[src/hdl/u16u8_pkg.sv]
`default_nettype none

package u16u8_pkg;

  localparam int unsigned QUEUE_DEPTH = 4;

  // Top six bits of a code unit that mark the surrogate ranges
  localparam logic [5:0] HIGH_SURR_TAG = 6'b110110;
  localparam logic [5:0] LOW_SURR_TAG  = 6'b110111;

  localparam logic [20:0] SUPP_BASE = 21'h10000;
  localparam logic [15:0] ONE_BYTE_LIMIT = 16'h0080;
  localparam logic [15:0] TWO_BYTE_LIMIT = 16'h0800;

  localparam logic [7:0] LEAD_2 = 8'hC0;
  localparam logic [7:0] LEAD_3 = 8'hE0;
  localparam logic [7:0] LEAD_4 = 8'hF0;
  localparam logic [7:0] CONT   = 8'h80;

  // One encoded code point: bytes in stream order, index of the final byte
  typedef struct packed {
    logic [3:0][7:0] bytes;
    logic [1:0]      last_idx;
  } entry_t;

endpackage

`default_nettype wire

[src/hdl/utf16_to_utf8_transcoder_top.sv]
`default_nettype none

// UTF-16 to UTF-8 transcoder. Each input request carries one UTF-16 code unit
// as two bytes, ordered by the big_endian register, and produces one to four
// UTF-8 bytes on the output, one byte per request, the last flagged with
// out_last_of_run. A high surrogate is held until the next unit; a stray low
// surrogate emits nothing; a broken pair stops output until the end-of-string
// request, which clears the held surrogate and the halt. The front end decodes a
// unit in the cycle it is accepted and writes the encoded bytes into a
// QUEUE_DEPTH-entry queue; the back end drains that queue one byte per cycle,
// while out_stall is low, through a registered output. An input request is
// taken every cycle while the queue has room, so the sustained rate is set by
// the byte-wide output. big_endian is written through the cfg channel, which
// is always ready, and must only change while the block is idle.
module utf16_to_utf8_transcoder_top #(
  parameter int unsigned QUEUE_DEPTH = u16u8_pkg::QUEUE_DEPTH
) (
  input  wire logic       clk,
  input  wire logic       rst_n,
  input  wire logic       cfg_valid,
  output logic            cfg_ready,
  input  wire logic       cfg_big_endian,
  input  wire logic       in_valid,
  output logic            in_stall,
  input  wire logic [7:0] in_first_byte,
  input  wire logic [7:0] in_second_byte,
  input  wire logic       in_end_of_string,
  output logic            out_valid,
  input  wire logic       out_stall,
  output logic [7:0]      out_utf8_byte,
  output logic            out_last_of_run
);

  logic              big_endian_r;
  logic              accept;
  logic              push;
  logic              pop;
  logic              full;
  logic              head_valid;
  u16u8_pkg::entry_t push_entry;
  u16u8_pkg::entry_t head_entry;

  assign cfg_ready = 1'b1;

  always_ff @(posedge clk) begin
    if (!rst_n) begin
      big_endian_r <= 1'b0;
    end else if (cfg_valid && cfg_ready) begin
      big_endian_r <= cfg_big_endian;
    end
  end

  assign in_stall = full;
  assign accept   = in_valid && !in_stall;

  u16u8_front u_front (
    .clk           (clk),
    .rst_n         (rst_n),
    .big_endian    (big_endian_r),
    .accept        (accept),
    .first_byte    (in_first_byte),
    .second_byte   (in_second_byte),
    .end_of_string (in_end_of_string),
    .push          (push),
    .push_entry    (push_entry)
  );

  u16u8_fifo #(
    .DEPTH (QUEUE_DEPTH)
  ) u_fifo (
    .clk        (clk),
    .rst_n      (rst_n),
    .push       (push),
    .push_entry (push_entry),
    .pop        (pop),
    .full       (full),
    .head_valid (head_valid),
    .head_entry (head_entry)
  );

  u16u8_back u_back (
    .clk             (clk),
    .rst_n           (rst_n),
    .head_valid      (head_valid),
    .head_entry      (head_entry),
    .pop             (pop),
    .out_stall       (out_stall),
    .out_valid       (out_valid),
    .out_utf8_byte   (out_utf8_byte),
    .out_last_of_run (out_last_of_run)
  );

endmodule

`default_nettype wire

[src/hdl/u16u8_front.sv]
`default_nettype none

module u16u8_front (
  input  wire logic              clk,
  input  wire logic              rst_n,
  input  wire logic              big_endian,
  input  wire logic              accept,
  input  wire logic [7:0]        first_byte,
  input  wire logic [7:0]        second_byte,
  input  wire logic              end_of_string,
  output logic                   push,
  output u16u8_pkg::entry_t      push_entry
);

  logic [9:0]  held_high_bits_r, held_high_bits_nxt;
  logic        high_waiting_r, high_waiting_nxt;
  logic        halted_r, halted_nxt;

  logic [15:0] unit;
  logic        is_high;
  logic        is_low;
  logic        emit;
  logic        pair;
  logic [20:0] cp;

  assign unit    = big_endian ? {first_byte, second_byte} : {second_byte, first_byte};
  assign is_high = (unit[15:10] == u16u8_pkg::HIGH_SURR_TAG);
  assign is_low  = (unit[15:10] == u16u8_pkg::LOW_SURR_TAG);
  assign cp      = u16u8_pkg::SUPP_BASE + {1'b0, held_high_bits_r, unit[9:0]};

  always_comb begin
    held_high_bits_nxt = held_high_bits_r;
    high_waiting_nxt   = high_waiting_r;
    halted_nxt         = halted_r;
    emit               = 1'b0;
    pair               = 1'b0;
    if (!halted_r) begin
      if (high_waiting_r) begin
        if (is_low) begin
          emit = 1'b1;
          pair = 1'b1;
        end else begin
          // broken pair: drop both units and go quiet
          halted_nxt = 1'b1;
        end
        high_waiting_nxt   = 1'b0;
        held_high_bits_nxt = '0;
      end else if (is_high) begin
        held_high_bits_nxt = unit[9:0];
        high_waiting_nxt   = 1'b1;
      end else if (!is_low) begin
        emit = 1'b1;
      end
    end
    if (end_of_string) begin
      held_high_bits_nxt = '0;
      high_waiting_nxt   = 1'b0;
      halted_nxt         = 1'b0;
    end
  end

  always_comb begin
    push_entry = '0;
    if (pair) begin
      push_entry.bytes[0] = u16u8_pkg::LEAD_4 | {5'b0, cp[20:18]};
      push_entry.bytes[1] = u16u8_pkg::CONT | {2'b0, cp[17:12]};
      push_entry.bytes[2] = u16u8_pkg::CONT | {2'b0, cp[11:6]};
      push_entry.bytes[3] = u16u8_pkg::CONT | {2'b0, cp[5:0]};
      push_entry.last_idx = 2'd3;
    end else if (unit < u16u8_pkg::ONE_BYTE_LIMIT) begin
      push_entry.bytes[0] = unit[7:0];
      push_entry.last_idx = 2'd0;
    end else if (unit < u16u8_pkg::TWO_BYTE_LIMIT) begin
      push_entry.bytes[0] = u16u8_pkg::LEAD_2 | {3'b0, unit[10:6]};
      push_entry.bytes[1] = u16u8_pkg::CONT | {2'b0, unit[5:0]};
      push_entry.last_idx = 2'd1;
    end else begin
      push_entry.bytes[0] = u16u8_pkg::LEAD_3 | {4'b0, unit[15:12]};
      push_entry.bytes[1] = u16u8_pkg::CONT | {2'b0, unit[11:6]};
      push_entry.bytes[2] = u16u8_pkg::CONT | {2'b0, unit[5:0]};
      push_entry.last_idx = 2'd2;
    end
  end

  assign push = accept && emit;

  always_ff @(posedge clk) begin
    if (!rst_n) begin
      held_high_bits_r <= '0;
      high_waiting_r   <= 1'b0;
      halted_r         <= 1'b0;
    end else if (accept) begin
      held_high_bits_r <= held_high_bits_nxt;
      high_waiting_r   <= high_waiting_nxt;
      halted_r         <= halted_nxt;
    end
  end

endmodule

`default_nettype wire

[src/hdl/u16u8_fifo.sv]
`default_nettype none

module u16u8_fifo #(
  parameter int unsigned DEPTH = u16u8_pkg::QUEUE_DEPTH
) (
  input  wire logic              clk,
  input  wire logic              rst_n,
  input  wire logic              push,
  input  wire u16u8_pkg::entry_t push_entry,
  input  wire logic              pop,
  output logic                   full,
  output logic                   head_valid,
  output u16u8_pkg::entry_t      head_entry
);

  localparam int unsigned PTR_W = (DEPTH > 1) ? $clog2(DEPTH) : 1;
  localparam int unsigned CNT_W = $clog2(DEPTH + 1);

  u16u8_pkg::entry_t entries_r [DEPTH];
  logic [PTR_W-1:0]  wr_ptr_r, wr_ptr_nxt;
  logic [PTR_W-1:0]  rd_ptr_r, rd_ptr_nxt;
  logic [CNT_W-1:0]  count_r, count_nxt;

  assign full       = (count_r == CNT_W'(DEPTH));
  assign head_valid = (count_r != '0);
  assign head_entry = entries_r[rd_ptr_r];

  always_comb begin
    wr_ptr_nxt = wr_ptr_r;
    rd_ptr_nxt = rd_ptr_r;
    count_nxt  = count_r;
    if (push) begin
      wr_ptr_nxt = (wr_ptr_r == PTR_W'(DEPTH - 1)) ? '0 : wr_ptr_r + 1'b1;
    end
    if (pop) begin
      rd_ptr_nxt = (rd_ptr_r == PTR_W'(DEPTH - 1)) ? '0 : rd_ptr_r + 1'b1;
    end
    if (push && !pop) begin
      count_nxt = count_r + 1'b1;
    end else if (pop && !push) begin
      count_nxt = count_r - 1'b1;
    end
  end

  always_ff @(posedge clk) begin
    if (!rst_n) begin
      wr_ptr_r <= '0;
      rd_ptr_r <= '0;
      count_r  <= '0;
    end else begin
      wr_ptr_r <= wr_ptr_nxt;
      rd_ptr_r <= rd_ptr_nxt;
      count_r  <= count_nxt;
    end
  end

  always_ff @(posedge clk) begin
    if (push) begin
      entries_r[wr_ptr_r] <= push_entry;
    end
  end

endmodule

`default_nettype wire

[src/hdl/u16u8_back.sv]
`default_nettype none

module u16u8_back (
  input  wire logic              clk,
  input  wire logic              rst_n,
  input  wire logic              head_valid,
  input  wire u16u8_pkg::entry_t head_entry,
  output logic                   pop,
  input  wire logic              out_stall,
  output logic                   out_valid,
  output logic [7:0]             out_utf8_byte,
  output logic                   out_last_of_run
);

  logic [1:0] idx_r, idx_nxt;
  logic       out_valid_r, out_valid_nxt;
  logic [7:0] byte_r;
  logic       last_r;
  logic       slot_free;
  logic       load;
  logic       at_last;

  assign slot_free = !out_valid_r || !out_stall;
  assign load      = head_valid && slot_free;
  assign at_last   = (idx_r == head_entry.last_idx);
  assign pop       = load && at_last;

  always_comb begin
    idx_nxt       = idx_r;
    out_valid_nxt = out_valid_r;
    if (slot_free) begin
      out_valid_nxt = head_valid;
    end
    if (load) begin
      // advance through the entry, rewind once its final byte leaves
      idx_nxt = at_last ? 2'd0 : idx_r + 2'd1;
    end
  end

  always_ff @(posedge clk) begin
    if (!rst_n) begin
      idx_r       <= '0;
      out_valid_r <= 1'b0;
    end else begin
      idx_r       <= idx_nxt;
      out_valid_r <= out_valid_nxt;
    end
  end

  always_ff @(posedge clk) begin
    if (load) begin
      byte_r <= head_entry.bytes[idx_r];
      last_r <= at_last;
    end
  end

  assign out_valid       = out_valid_r;
  assign out_utf8_byte   = byte_r;
  assign out_last_of_run = last_r;

endmodule

`default_nettype wire
[config.mk]
export PLATFORM = sky130hd
export DESIGN_NAME = utf16_to_utf8_transcoder_top
export DESIGN_NICKNAME = d
export VERILOG_FILES = /design/src/hdl/u16u8_pkg.sv /design/src/hdl/utf16_to_utf8_transcoder_top.sv /design/src/hdl/u16u8_front.sv /design/src/hdl/u16u8_fifo.sv /design/src/hdl/u16u8_back.sv
export SDC_FILE = /design/constraint.sdc
export NUM_CORES = 1
export LEC_CHECK = 0
export BUFFER_PORTS_ARGS = -buffer_cell sky130_fd_sc_hd__clkbuf_2
export CELL_PAD_IN_SITES_DETAIL_PLACEMENT = 1
export CELL_PAD_IN_SITES_GLOBAL_PLACEMENT = 1
export CORE_AREA = 3 3 116 118
export CTS_CLUSTER_DIAMETER = 150
export DETAILED_ROUTE_END_ITERATION = 16
export DIE_AREA = 0 0 119 121
export GPL_TIMING_DRIVEN = 0
export MAX_ROUTING_LAYER = met4
export PLACE_DENSITY = 0.87
export SLEW_MARGIN = 30
export SYNTH_ARGS = -nofsm -noshare
export SYNTH_HDL_FRONTEND = slang
export SYNTH_SLANG_ARGS = --single-unit
[constraint.sdc]
create_clock -name clk -period 4.85 [get_ports clk]
set_input_delay 0.7275 -clock clk [delete_from_list [all_inputs] [get_ports clk]]
set_output_delay 0.7275 -clock clk [all_outputs]
set_load 0.1 [all_outputs]
==> metrics.md, run 1 <==
| Metric | Value |
|---|---|
| Clock Latency Late Sink | `0.43 ns` |
| HP Class | `reg -> reg` |
| Synth Cell Area | `6849 µm²` |
| Leakage | `0.002681 µW` |
| Minimum clock period | `3.014 ns` |
| Syn_nets | `476` |
| Final worst setup slack | `1.836 ns` |
| Post-CTS setup buffers | `0` |
| Final wirelength | `17.72 mm` |
| H-tree Lvls | `4` |
| Total global-route track usage | `0.2676` |
| Boundary Pins | `35` |
| Compound-gate portion of the synthesized area | `0.06047` |
| Clock Power Share | `0.329` |
| Routed wire per std cell | `25.87 µm` |
| Final setup viols | `0` |
| Drt pass-1 iters | `5` |
| Worst path required time | `5.19 ns` |
| IO buf count | `33` |
| Nets | `532` |
| Placer Congestion | `0.9491` |
| Simple-Gate Fraction of Synth Area | `0.09024` |
| Synth Area per Inst | `15.39 µm²` |
| Critical path arrival | `3.35 ns` |
| Routed Antenna Nets | `0` |
| Crit-path cells | `nor3_1 -> a21o_1 -> inv_1 -> and3_1 -> inv_1 -> ha_1 -> inv_1 -> fa_1 -> xor2_1 -> or3_1 -> a21boi_0` |
| P_sw | `1335 µW` |
| Hold Fails Final Rpt | `0` |
| YS warnings | `0` |
| Area contributors post-synth | `edfxtp_1, mux4_2, dfxtp_1` |
| Crit start category | `flip-flop` |
| Slew margin rel. | `0.3999` |
| Synth Area in Adders | `0.01571` |
| RSZ-0062 raised after global routing | `false` |
| Cell Count, Final, Fillers Out | `685` |
| Initial Util | `0.5449` |
| Crit end category | `flip-flop` |
| Die width | `119 µm` |
| Gr ovfl total | `0` |
| Largest net degree at the start of global routing | `24` |
| Power per cell area | `525.4 nW/µm²` |
| Yosys reg bits | `154` |
| FILL cells | `1174` |
| Critical Path Fanout Max | `11` |
| Combinational power share | `0.255` |
| Most frequent cell after synthesis | `edfxtp_1` |
| Synth top cells by count | `edfxtp_1, nand2_1, mux4_2` |
| CP max-delay cell | `fa_1` |
| Achievable Freq | `0.3317 GHz` |
| Dpl hpwl | `11.55 mm` |
| Vias per Instance | `6.330` |
| Clock buffer count from CTS | `17` |
| Status | `finished clean` |
| Skew final | `0.008673 ns` |
| Flop pwr share | `0.415` |
| Remaining DRCs | `0` |
| Initial antenna violation count | `0` |
| Synth async-reset ratio | `0` |
| Cells after synthesis | `445` |
| Area share of the largest cell type after synthesis | `0.5656` |
| Top_reg_cell synth | `edfxtp_1` |
| Sw Ratio | `0.3207` |
| Final period util | `0.6215` |
| Count of pins over their slew limit | `0` |
| # resized after CTS | `0` |
| Die area | `14400 µm²` |
| Post-synthesis sequential area ratio | `0.6387` |
| DR vias | `4336` |
| Worst path bufs/invs | `3` |
| Int Power | `2828 µW` |
| Clock Sink Count | `154` |
| Clock-pin slew on the worst setup and hold paths | `0.06 ns` |
| Post-Synth XOR/XNOR Area | `0.007673` |
| CTS tree | `built` |
| Maximum clock insertion buffer count | `2` |
| EDFF count, synth | `129` |
| Root buffer selected by CTS | `clkbuf_16` |
| Core Footprint | `12570 µm²` |
| Largest family of logic cells by synthesized area | `multiplexers` |
| Sum Neg Setup Slack | `0 ns` |
| Area leader, netlist | `edfxtp_1` |
| Top delay family on crit path | `simple AND/OR/NAND/NOR gates` |
| FP Rows | `41` |
| First-pass GRT wire length | `27.42 mm` |
| Die H | `121 µm` |
| Syn-to-layout area delta | `15.69%` |
| Post-synth cell types | `59` |
| CTS Hold Bufs | `0` |
| Dpl cells | `654` |
| Total Power | `4163 µW` |
| Post-place setup slack | `1.550 ns` |
| Layout cells sized above 1 | `0.2768` |
| Most frequent cell on the critical path | `inv_1` |
| Crit Path Category | `reg -> reg` |
| Post-synthesis mux area share | `0.1604` |
| ANT cells | `0` |
| Slowest stage delay, CP | `0.38 ns` |
| Max-Cap Viols | `0` |
| Max rail drop VDD | `273.4 µV` |
| Worst-Margin Slew | `0.9002 ns` |
| 1st-iter DRT viols | `438` |
| Vias in the first global route | `4667` |
[final timing paths]
kind / to / cells past startpoint / slack, ns / startpoint
max: u_fifo.count_r[2] / 11 / 1.84 / u_fifo.count_r[1]
min: u_front.held_high_bits_r[4] / 2 / 0.50 / u_front.held_high_bits_r[4]
min reg2reg: u_front.held_high_bits_r[4] / 2 / 0.50 / u_front.held_high_bits_r[4]
max reg2reg: u_fifo.count_r[2] / 11 / 1.84 / u_fifo.count_r[1]
[sequential cells by signal, indices dropped and copies added, names as in the netlist, 2 cells and up, named ones only]
register                  count
u_fifo.rd_ptr_r               2
u_front.held_high_bits_r     10
u_fifo.wr_ptr_r               2
u_fifo.entries_r            120
u_back.out_utf8_byte          8
u_fifo.count_r                3
u_back.idx_r                  2
[per-layer routing]
metal | part of all wire | global-route usage | vias to the layer above
li1 | - | - | 1841
met1 | 0.39 | 0.3296 | 2196
met2 | 0.50 | 0.4271 | 233
met3 | 0.072 | 0.06573 | 66
met4 | 0.035 | 0.1151 | 0
met5 | 0 | - | -
[cells in the final DEF, fill, tap and decap left out, types with 3 or more instances in the layout]
cell / synthesis / layout
o21ai_1: 5 / 5
nand3_1: 9 / 9
and2_2: 0 / 4
mux4_2: 36 / 36
o21ai_0: 6 / 6
nor2_1: 26 / 26
edfxtp_1: 129 / 129
nand2_1: 37 / 37
dfxtp_1: 25 / 25
inv_1: 9 / 9
nor3_1: 11 / 11
xnor2_1: 4 / 4
mux2i_1: 16 / 16
o22ai_1: 12 / 12
ha_1: 7 / 7
clkbuf_1: 13 / 13
buf_12: 0 / 4
clkbuf_16: 0 / 17
clkbuf_2: 0 / 33
nor2b_1: 3 / 3
clkinvlp_4: 0 / 3
a21oi_1: 22 / 21
clkinv_1: 0 / 4
buf_6: 4 / 4
bufinv_16: 0 / 4
buf_2: 6 / 6
mux2_2: 10 / 10
[worst reg2reg max path, stage by stage, from the launching register on]
cell	delay, ns
dfxtp_1	0.36
nor3_1	0.32
a21o_1	0.22
inv_1	0.26
and3_1	0.34
inv_1	0.09
ha_1	0.20
inv_1	0.07
fa_1	0.38
xor2_1	0.18
or3_1	0.31
a21boi_0	0.19
[power groups by stage]
stage	logic [µW]	registers [µW]	clock network (µW)
floorplan	506	2010	0
global placement	984	1740	0
detailed placement	1050	1750	0
CTS	1070	1730	1380
global route	1130	1740	1440
finish	1060	1730	1370
[final cells by class]
type	count	area, µm²	share of cell area
Sequential cell	154	4374	0.5520
Multi-Input combinational cell	255	2303	0.2907
Inverter	10	37.54	0.004737
Clock buffer	17	425.4	0.05369
Timing Repair Buffer	37	245.2	0.03095
Buffer	26	142.6	0.01800
Clock inverter	14	180.2	0.02274
Tap cell	172	215.2	0.02716
[cells by family (layout without fill, tap and decap cells)]
group | after synthesis | in the layout
DFF | 154 | 154
muxes | 63 | 63
AOI/OAI and AO/OA | 64 | 64
other | 1 | 1
adders and majority gates | 8 | 8
buffers and inverters | 36 | 104
and+or+nand+nor | 113 | 113
xor gates and xnor gates | 6 | 6
[stage by stage]
stage,cell area [µm²],util,hold slack [ns]
floorplan,6849,-,0.4466
global placement,7229,0.5752,0.4583
detailed placement,7315,0.5820,0.4658
CTS,7920,0.6302,0.4937
global route,7924,0.6305,0.5075
finish,7924,0.6305,0.4989
No activity file was read; power rests on OpenSTA's default activity.
==> run 2, diff against run 1 <==
CORE_AREA = 3 3 125 127   (was 3 3 116 118)
DIE_AREA = 0 0 128 130   (was 0 0 119 121)
PLACE_DENSITY = 0.8   (was 0.87)
clock period = 2.75 ns   (was 4.85 ns; I/O delays follow)
==> run 2 against run 1 <==
Compared with the run above: clock power is 91% higher; worst hold slack got worse by 0.24 ns; final cell count is 2.8% higher; non-clock buffer count is 6 higher; design area is 2.1% higher; critical endpoint is now u_back.out_utf8_byte[1]; flip-flop and latch count did not move; die area grew 16%.
==> metrics.md, run 2 (synthesized netlist as in run 1, its figures left out) <==
| Metric | Value |
|---|---|
| Status | `finished clean` |
| ANT cells | `0 (unchanged)` |
| Power per cell area | `948.3 nW/µm² (+81%)` |
| Leakage | `0.002757 µW (+2.8%)` |
| Crit end category | `flip-flop` |
| Nets | `538 (+1.1%)` |
| Skew final | `0.006696 ns (-0.001977 ns)` |
| Clock Sink Count | `154 (unchanged)` |
| Vias in the first global route | `4612 (-1.2%)` |
| Worst-Margin Slew | `0.9848 ns (+0.08465 ns)` |
| Initial antenna violation count | `0 (unchanged)` |
| Final wirelength | `19.02 mm (+7.4%)` |
| Boundary Pins | `35 (unchanged)` |
| 1st-iter DRT viols | `403 (-8.0%)` |
| Core Footprint | `14530 µm² (+16%)` |
| Cell Count, Final, Fillers Out | `704 (+2.8%)` |
| Critical path arrival | `2.89 ns (-0.46 ns)` |
| Die area | `16640 µm² (+16%)` |
| Crit Path Category | `reg -> reg` |
| RSZ-0062 raised after global routing | `false` |
| Hold Fails Final Rpt | `0 (unchanged)` |
| Gr ovfl total | `0 (unchanged)` |
| Reg with most FFs | `u_fifo.entries_r` |
| Drt pass-1 iters | `5 (unchanged)` |
| Die width | `128 µm (+7.6%)` |
| Critical Path Fanout Max | `10 (-1)` |
| Die H | `130 µm (+7.4%)` |
| Max rail drop VDD | `612.6 µV (+120%)` |
| Number of flip-flops in the largest register | `120 (unchanged)` |
| Syn-to-layout area delta | `18.16%` |
| Largest net degree at the start of global routing | `25 (+4.2%)` |
| FP Rows | `44 (+7.3%)` |
| Layout cells sized above 1 | `0.3115 (+0.03474)` |
| HP Class | `in -> reg` |
| CTS tree | `built` |
| IO buf count | `33 (unchanged)` |
| First-pass GRT wire length | `28.68 mm (+4.6%)` |
| Clock Latency Late Sink | `0.42 ns (about the same)` |
| H-tree Lvls | `4 (unchanged)` |
| Dpl cells | `666 (+1.8%)` |
| Clock buffer count from CTS | `17 (unchanged)` |
| Worst path required time | `2.91 ns (-2.28 ns)` |
| Remaining DRCs | `0 (unchanged)` |
| Routed wire per std cell | `27.02 µm (+4.5%)` |
| Maximum clock insertion buffer count | `2 (unchanged)` |
| Initial Util | `0.4712 (-0.07370)` |
| Achievable Freq | `0.3660 GHz (+10%)` |
| DR vias | `4302 (-0.78%)` |
| Post-layout util | `0.5568 (-0.07364)` |
| Placer Congestion | `0.9034 (-4.8%)` |
| Routed Antenna Nets | `0 (unchanged)` |
| Final period util | `0.9935 (+0.3720)` |
| Root buffer selected by CTS | `clkbuf_16` |
| Final setup viols | `0 (unchanged)` |
| Crit start category | `flip-flop` |
| Vias per Instance | `6.111 (-3.5%)` |
| Leading cell type in the layout, fill and taps excluded | `edfxtp_1` |
| CTS Hold Bufs | `0 (unchanged)` |
| Max-Cap Viols | `0 (unchanged)` |
| Clock-pin slew on the worst setup and hold paths | `0.06 ns (about the same)` |
| Commonest cells after routing, fill and taps aside | `edfxtp_1, nand2_1, mux4_2, clkbuf_2, nor2_1` |
| Dpl hpwl | `12.28 mm (+6.3%)` |
| Slew margin rel. | `0.3435 (-0.05643)` |
| Count of pins over their slew limit | `0 (unchanged)` |
| Total global-route track usage | `0.2481 (-0.01950)` |
| Minimum clock period | `2.732 ns (-0.2822 ns)` |
-- run 2: changes by cell type in the layout (fill, tap and decap cells not counted), sizes merged --
cell      delta
clkinvlp     -1
inv          -1
clkinv       +1
buf          +6
bufinv       +2
-- run 2: layout make-up --
class | count | area (µm²)
fill | 1430 | 6441
buffer | 26 | 155.1
multi-input combinational | 255 | 2345
timing repair buffer | 43 | 290.3
sequential | 154 | 4377
clock inverter | 15 | 229.0
clock buffer | 17 | 425.4
tap | 184 | 230.2
inverter | 10 | 41.29
-- run 2: worst max-delay path, cell delays in order, from the launching register on --
cell	delay [ns]
dfxtp_1	0.41
buf_1	0.72
buf_2	0.45
mux4_2	0.39
mux4_2	0.50
-- run 2: power by group --
group,total [µW],switching (µW),leakage [µW],internal [µW]
clock,2610,926,0.000321,1690
combinational,2000,1370,0.00109,635
sequential,3060,138,0.00135,2920
total,7670,2430,0.00276,5240
-- run 2: per-layer routing --
metal	global-route usage	part of all wire	up-vias
met5	-	0	-
met4	0.09925	0.035	0
met3	0.04912	0.048	39
met2	0.4134	0.52	178
met1	0.2997	0.40	2231
li1	-	-	1854
-- run 2: path summary, 6_finish.rpt --
path	from	end	slack [ns]	cells after the start
max	flip-flop	u_back.out_utf8_byte[1]	0.02	4
max reg2reg	flip-flop	u_back.out_utf8_byte[1]	0.02	4
min reg2reg	u_front.held_high_bits_r[4]	u_front.held_high_bits_r[4]	0.48	2
min	cfg_big_endian	big_endian_r	0.26	3
-- run 2: per-stage QoR --
| step | power [µW] | worst slack (ns) | instance area (µm²) | TNS [ns] | hold WS [ns] |
|---|---|---|---|---|---|
| 2_1_floorplan | 4448 | 0.1405 | 6850 | 0 | 0.4466 |
| 3_3_place_gp | 4850 | -0.5635 | 7246 | -63.63 | 0.4567 |
| 3_5_place_dp | 4989 | -0.2251 | 7331 | -0.2251 | 0.4677 |
| 4_1_cts | 7673 | -0.01412 | 8043 | -0.01412 | 0.2508 |
| 5_1_grt | 7930 | 0.001897 | 8093 | 0 | 0.2659 |
| 6_report | 7674 | 0.01774 | 8093 | 0 | 0.2575 |
-- run 2: what timing repair did --
| item | in CTS | in global routing |
|---|---|---|
| resized for setup | 12 | 8 |
| endpoints found under the hold margin | 0 | 0 |
| gates cloned | 0 | 0 |
| endpoints found under the setup margin | 9 | 25 |
| pin swaps | 2 | 3 |
| buffers inserted | 3 | 3 |
==> run 3, diff against run 2 <==
ABC_AREA = 1   (was default)
CORE_AREA = 2 2 129 131   (was 3 3 125 127)
DIE_AREA = 0 0 131 133   (was 0 0 128 130)
==> run 3 against run 2 <==
Compared with the run above: highest routed layer unchanged; design area up 1.7%; flip-flop and latch count unchanged; utilization is 4.8 points lower; synthesized area increased by 1.7%; sequential share of layout area decreased by 0.95 points; global-route usage increased by 0.76 points; critical endpoint is now u_fifo.count_r[1]; synthesized cell count is 51% higher; die area increased by 4.7%; count of clock-buffer cells in the layout is 2 higher; routed wire length increased by 7.9%; largest cell class unchanged; first-iteration DRC count rose by 12%; critical path depth rose by 7.
==> metrics.md, run 3 <==
| Metric | Value |
|---|---|
| Status | `finished clean` |
| First-pass GRT wire length | `31.59 mm (+10%)` |
| Post-synthesis sequential area ratio | `0.6280 (-0.01067)` |
| Root buffer selected by CTS | `clkbuf_16` |
| Boundary Pins | `35 (unchanged)` |
| Number of flip-flops in the largest register | `120 (unchanged)` |
| Routed wire per std cell | `21.31 µm (-21%)` |
| Die H | `133 µm (+2.3%)` |
| Flop pwr share | `0.370 (-0.028)` |
| Nets | `761 (+41%)` |
| FILL cells | `1768 (+24%)` |
| Total global-route track usage | `0.2557 (+0.007607)` |
| Remaining DRCs | `0 (unchanged)` |
| DR vias | `5344 (+24%)` |
| Hold Fails Final Rpt | `0 (unchanged)` |
| Crit start category | `flip-flop` |
| Initial antenna violation count | `0 (unchanged)` |
| Core Footprint | `16170 µm² (+11%)` |
| Die width | `131 µm (+2.3%)` |
| Drt pass-1 iters | `5 (unchanged)` |
| Int Power | `5107 µW (-2.6%)` |
| HP Class | `in -> reg` |
| Synth top cells by count | `edfxtp_1, nand2_1, nor2_1` |
| Cells after synthesis | `672 (+51%)` |
| Slowest stage delay, CP | `0.49 ns (-0.23 ns)` |
| Most frequent cell after synthesis | `edfxtp_1` |
| Dpl hpwl | `13.96 mm (+14%)` |
| Skew final | `0.006080 ns (-0.0006163 ns)` |
| Top delay family on crit path | `adder cells` |
| Vias per Instance | `5.549 (-9.2%)` |
| Reg2Reg Setup Slack | `0.24 ns (+0.22 ns)` |
| Post-Synth XOR/XNOR Area | `0.002515 (-0.005158)` |
| Crit end category | `flip-flop` |
| Gr ovfl total | `0 (unchanged)` |
| P_sw | `3134 µW (+29%)` |
| Synth Area in Adders | `0.01545 (-0.0002625)` |
| Initial Util | `0.4307 (-0.04053)` |
| Final setup viols | `0 (unchanged)` |
| CTS Hold Bufs | `0 (unchanged)` |
| Synth async-reset ratio | `0 (unchanged)` |
| Area leader, netlist | `edfxtp_1` |
| Combinational power share | `0.323 (+0.062)` |
| Sum Neg Setup Slack | `0 ns (unchanged)` |
| Area of the multi-input gates | `2225 µm² (-5.1%)` |
| Critical Path Fanout Max | `10 (unchanged)` |
| Largest family of logic cells by synthesized area | `simple AND/OR/NAND/NOR gates` |
| Vias in the first global route | `5534 (+20%)` |
| Routed Antenna Nets | `0 (unchanged)` |
| RSZ-0062 raised after global routing | `false` |
| Leading cell type in the layout, fill and taps excluded | `edfxtp_1` |
| Area contributors post-synth | `edfxtp_1, dfxtp_1, nand2_1` |
| Total area of sequential cells | `4374 µm² (about the same)` |
| 1st-iter DRT viols | `452 (+12%)` |
| Critical path arrival | `2.83 ns (-0.06 ns)` |
| Power per cell area | `1001 nW/µm² (+5.6%)` |
| IO buf count | `33 (unchanged)` |
| Die area | `17420 µm² (+4.7%)` |
| Slew margin rel. | `0.5479 (+0.2044)` |
| Final wirelength | `20.52 mm (+7.9%)` |
| Synth Cell Area | `6965 µm² (+1.7%)` |
| CP max-delay cell | `dfxtp_1` |
| Max-Cap Viols | `0 (unchanged)` |
| Final period util | `0.9138 (-0.07973)` |
| Clock Power Share | `0.307 (-0.033)` |
| Syn-to-layout area delta | `18.20% (about the same)` |
| Leakage | `0.003088 µW (+12%)` |
| Achievable Freq | `0.3979 GHz (+8.7%)` |
| Worst path required time | `3.06 ns (+0.15 ns)` |
| FP Rows | `47 (+6.8%)` |
| Clock Latency Late Sink | `0.43 ns (about the same)` |
| Syn_nets | `703 (+48%)` |
| Clock Sink Count | `154 (unchanged)` |
| EDFF count, synth | `129 (unchanged)` |
| Post-synth cell types | `42 (-29%)` |
| Post-synthesis mux area share | `0 (-0.1604)` |
| Crit-path cells | `buf_2 -> nand2_1 -> nand3_1 -> nand3_1 -> nand2_1 -> nand3_2 -> ha_1 -> inv_1 -> fa_1 -> o21ai_0 -> a21oi_1` |
| Final worst setup slack | `0.2370 ns (+0.2192 ns)` |
| Simple-Gate Fraction of Synth Area | `0.1701 (+0.07986)` |
| Compound-gate portion of the synthesized area | `0.1239 (+0.06348)` |
| Commonest cells after routing, fill and taps aside | `edfxtp_1, nand2_1, nor2_1, o21ai_0, inv_1` |
| Max rail drop VDD | `417.0 µV (-32%)` |
| Layout cells sized above 1 | `0.1723 (-0.1393)` |
| Worst-Margin Slew | `0.6711 ns (-0.3137 ns)` |
| Reg with most FFs | `u_fifo.entries_r` |
| Largest net degree at the start of global routing | `19 (-24%)` |
| CTS tree | `built` |
| Sw Ratio | `0.3803 (+0.06333)` |
| Synth Area per Inst | `10.37 µm² (-33%)` |
| Minimum clock period | `2.513 ns (-0.2192 ns)` |
| Crit Path Category | `reg -> reg` |
| H-tree Lvls | `4 (unchanged)` |
| Count of pins over their slew limit | `0 (unchanged)` |
| Area share of the largest cell type after synthesis | `0.5561 (-0.009448)` |
| ANT cells | `0 (unchanged)` |
| Post-place setup slack | `-0.08782 ns (+0.1373 ns)` |
| Top_reg_cell synth | `edfxtp_1` |
| Maximum clock insertion buffer count | `2 (unchanged)` |
| Placer Congestion | `0.8718 (-3.5%)` |
| YS warnings | `0 (unchanged)` |
| Clock-pin slew on the worst setup and hold paths | `0.06 ns (about the same)` |
| Worst path bufs/invs | `2 (unchanged)` |
| Clock buffer count from CTS | `17 (unchanged)` |
| Yosys reg bits | `154 (unchanged)` |
-- run 3: what timing repair did --
action,in CTS,in global routing
gates resized for setup,0,1
endpoints found under the setup margin,0,1
buffers inserted,0,1
-- run 3: power by group through the flow --
stage	logic, µW	clock network (µW)	registers [µW]
2_1_floorplan	1250	0	3610
3_3_place_gp	2390	0	3090
3_5_place_dp	2600	0	3090
4_1_cts	2640	2540	3050
5_1_grt	2870	2630	3070
6_report	2670	2530	3050
-- run 3: logic make-up after synthesis --
kind of cell / count (synthesis)
buffers and inverters: 91
adder cells (fa/ha/maj): 8
XOR/XNOR: 2
AO/OA/AOI/OAI: 151
other: 1
AND/OR/NAND/NOR: 265
flip-flops: 154
-- run 3: per-layer routing --
layer	global-route usage	up-vias	wire, µm
met5	-	-	0
met4	0.1011	0	578
met3	0.05944	53	1120
met2	0.4234	212	10600
met1	0.2995	2628	8221
li1	-	2451	-
-- run 3: worst paths after layout --
check                         startpoint  cells after the start                           to
max                            flip-flop                     11            u_fifo.count_r[1]
min                       cfg_big_endian                      3                 big_endian_r
max reg2reg                    flip-flop                     11            u_fifo.count_r[1]
min reg2reg  u_front.held_high_bits_r[0]                      2  u_front.held_high_bits_r[0]
-- run 3: final cells by class --
class                           instances  share of cell area
Tap cell                              220             0.03343
Multi-Input combinational cell        427              0.2702
Clock inverter                         13             0.02325
Inverter                               58             0.02766
Clock buffer                           19             0.05380
Sequential cell                       154              0.5313
Timing Repair Buffer                   39             0.03769
Buffer                                 33             0.02264
-- run 3: tightest hold or removal path, cell delays in order --
cell and delay (ns):
clkbuf_2 0.07, a21oi_1 0.05, nor2_1 0.07
-- run 3: stage by stage --
step	util	hold WS, ns	cells	power, µW	area, µm²
floorplan	-	0.4410	672	4860	6972
global placement	0.4583	0.4549	925	5476	7412
detailed placement	0.4687	0.4654	930	5689	7580
CTS	0.5079	0.2120	962	8231	8214
global route	0.5091	0.2605	963	8574	8233
finish	0.5091	0.2163	963	8241	8233
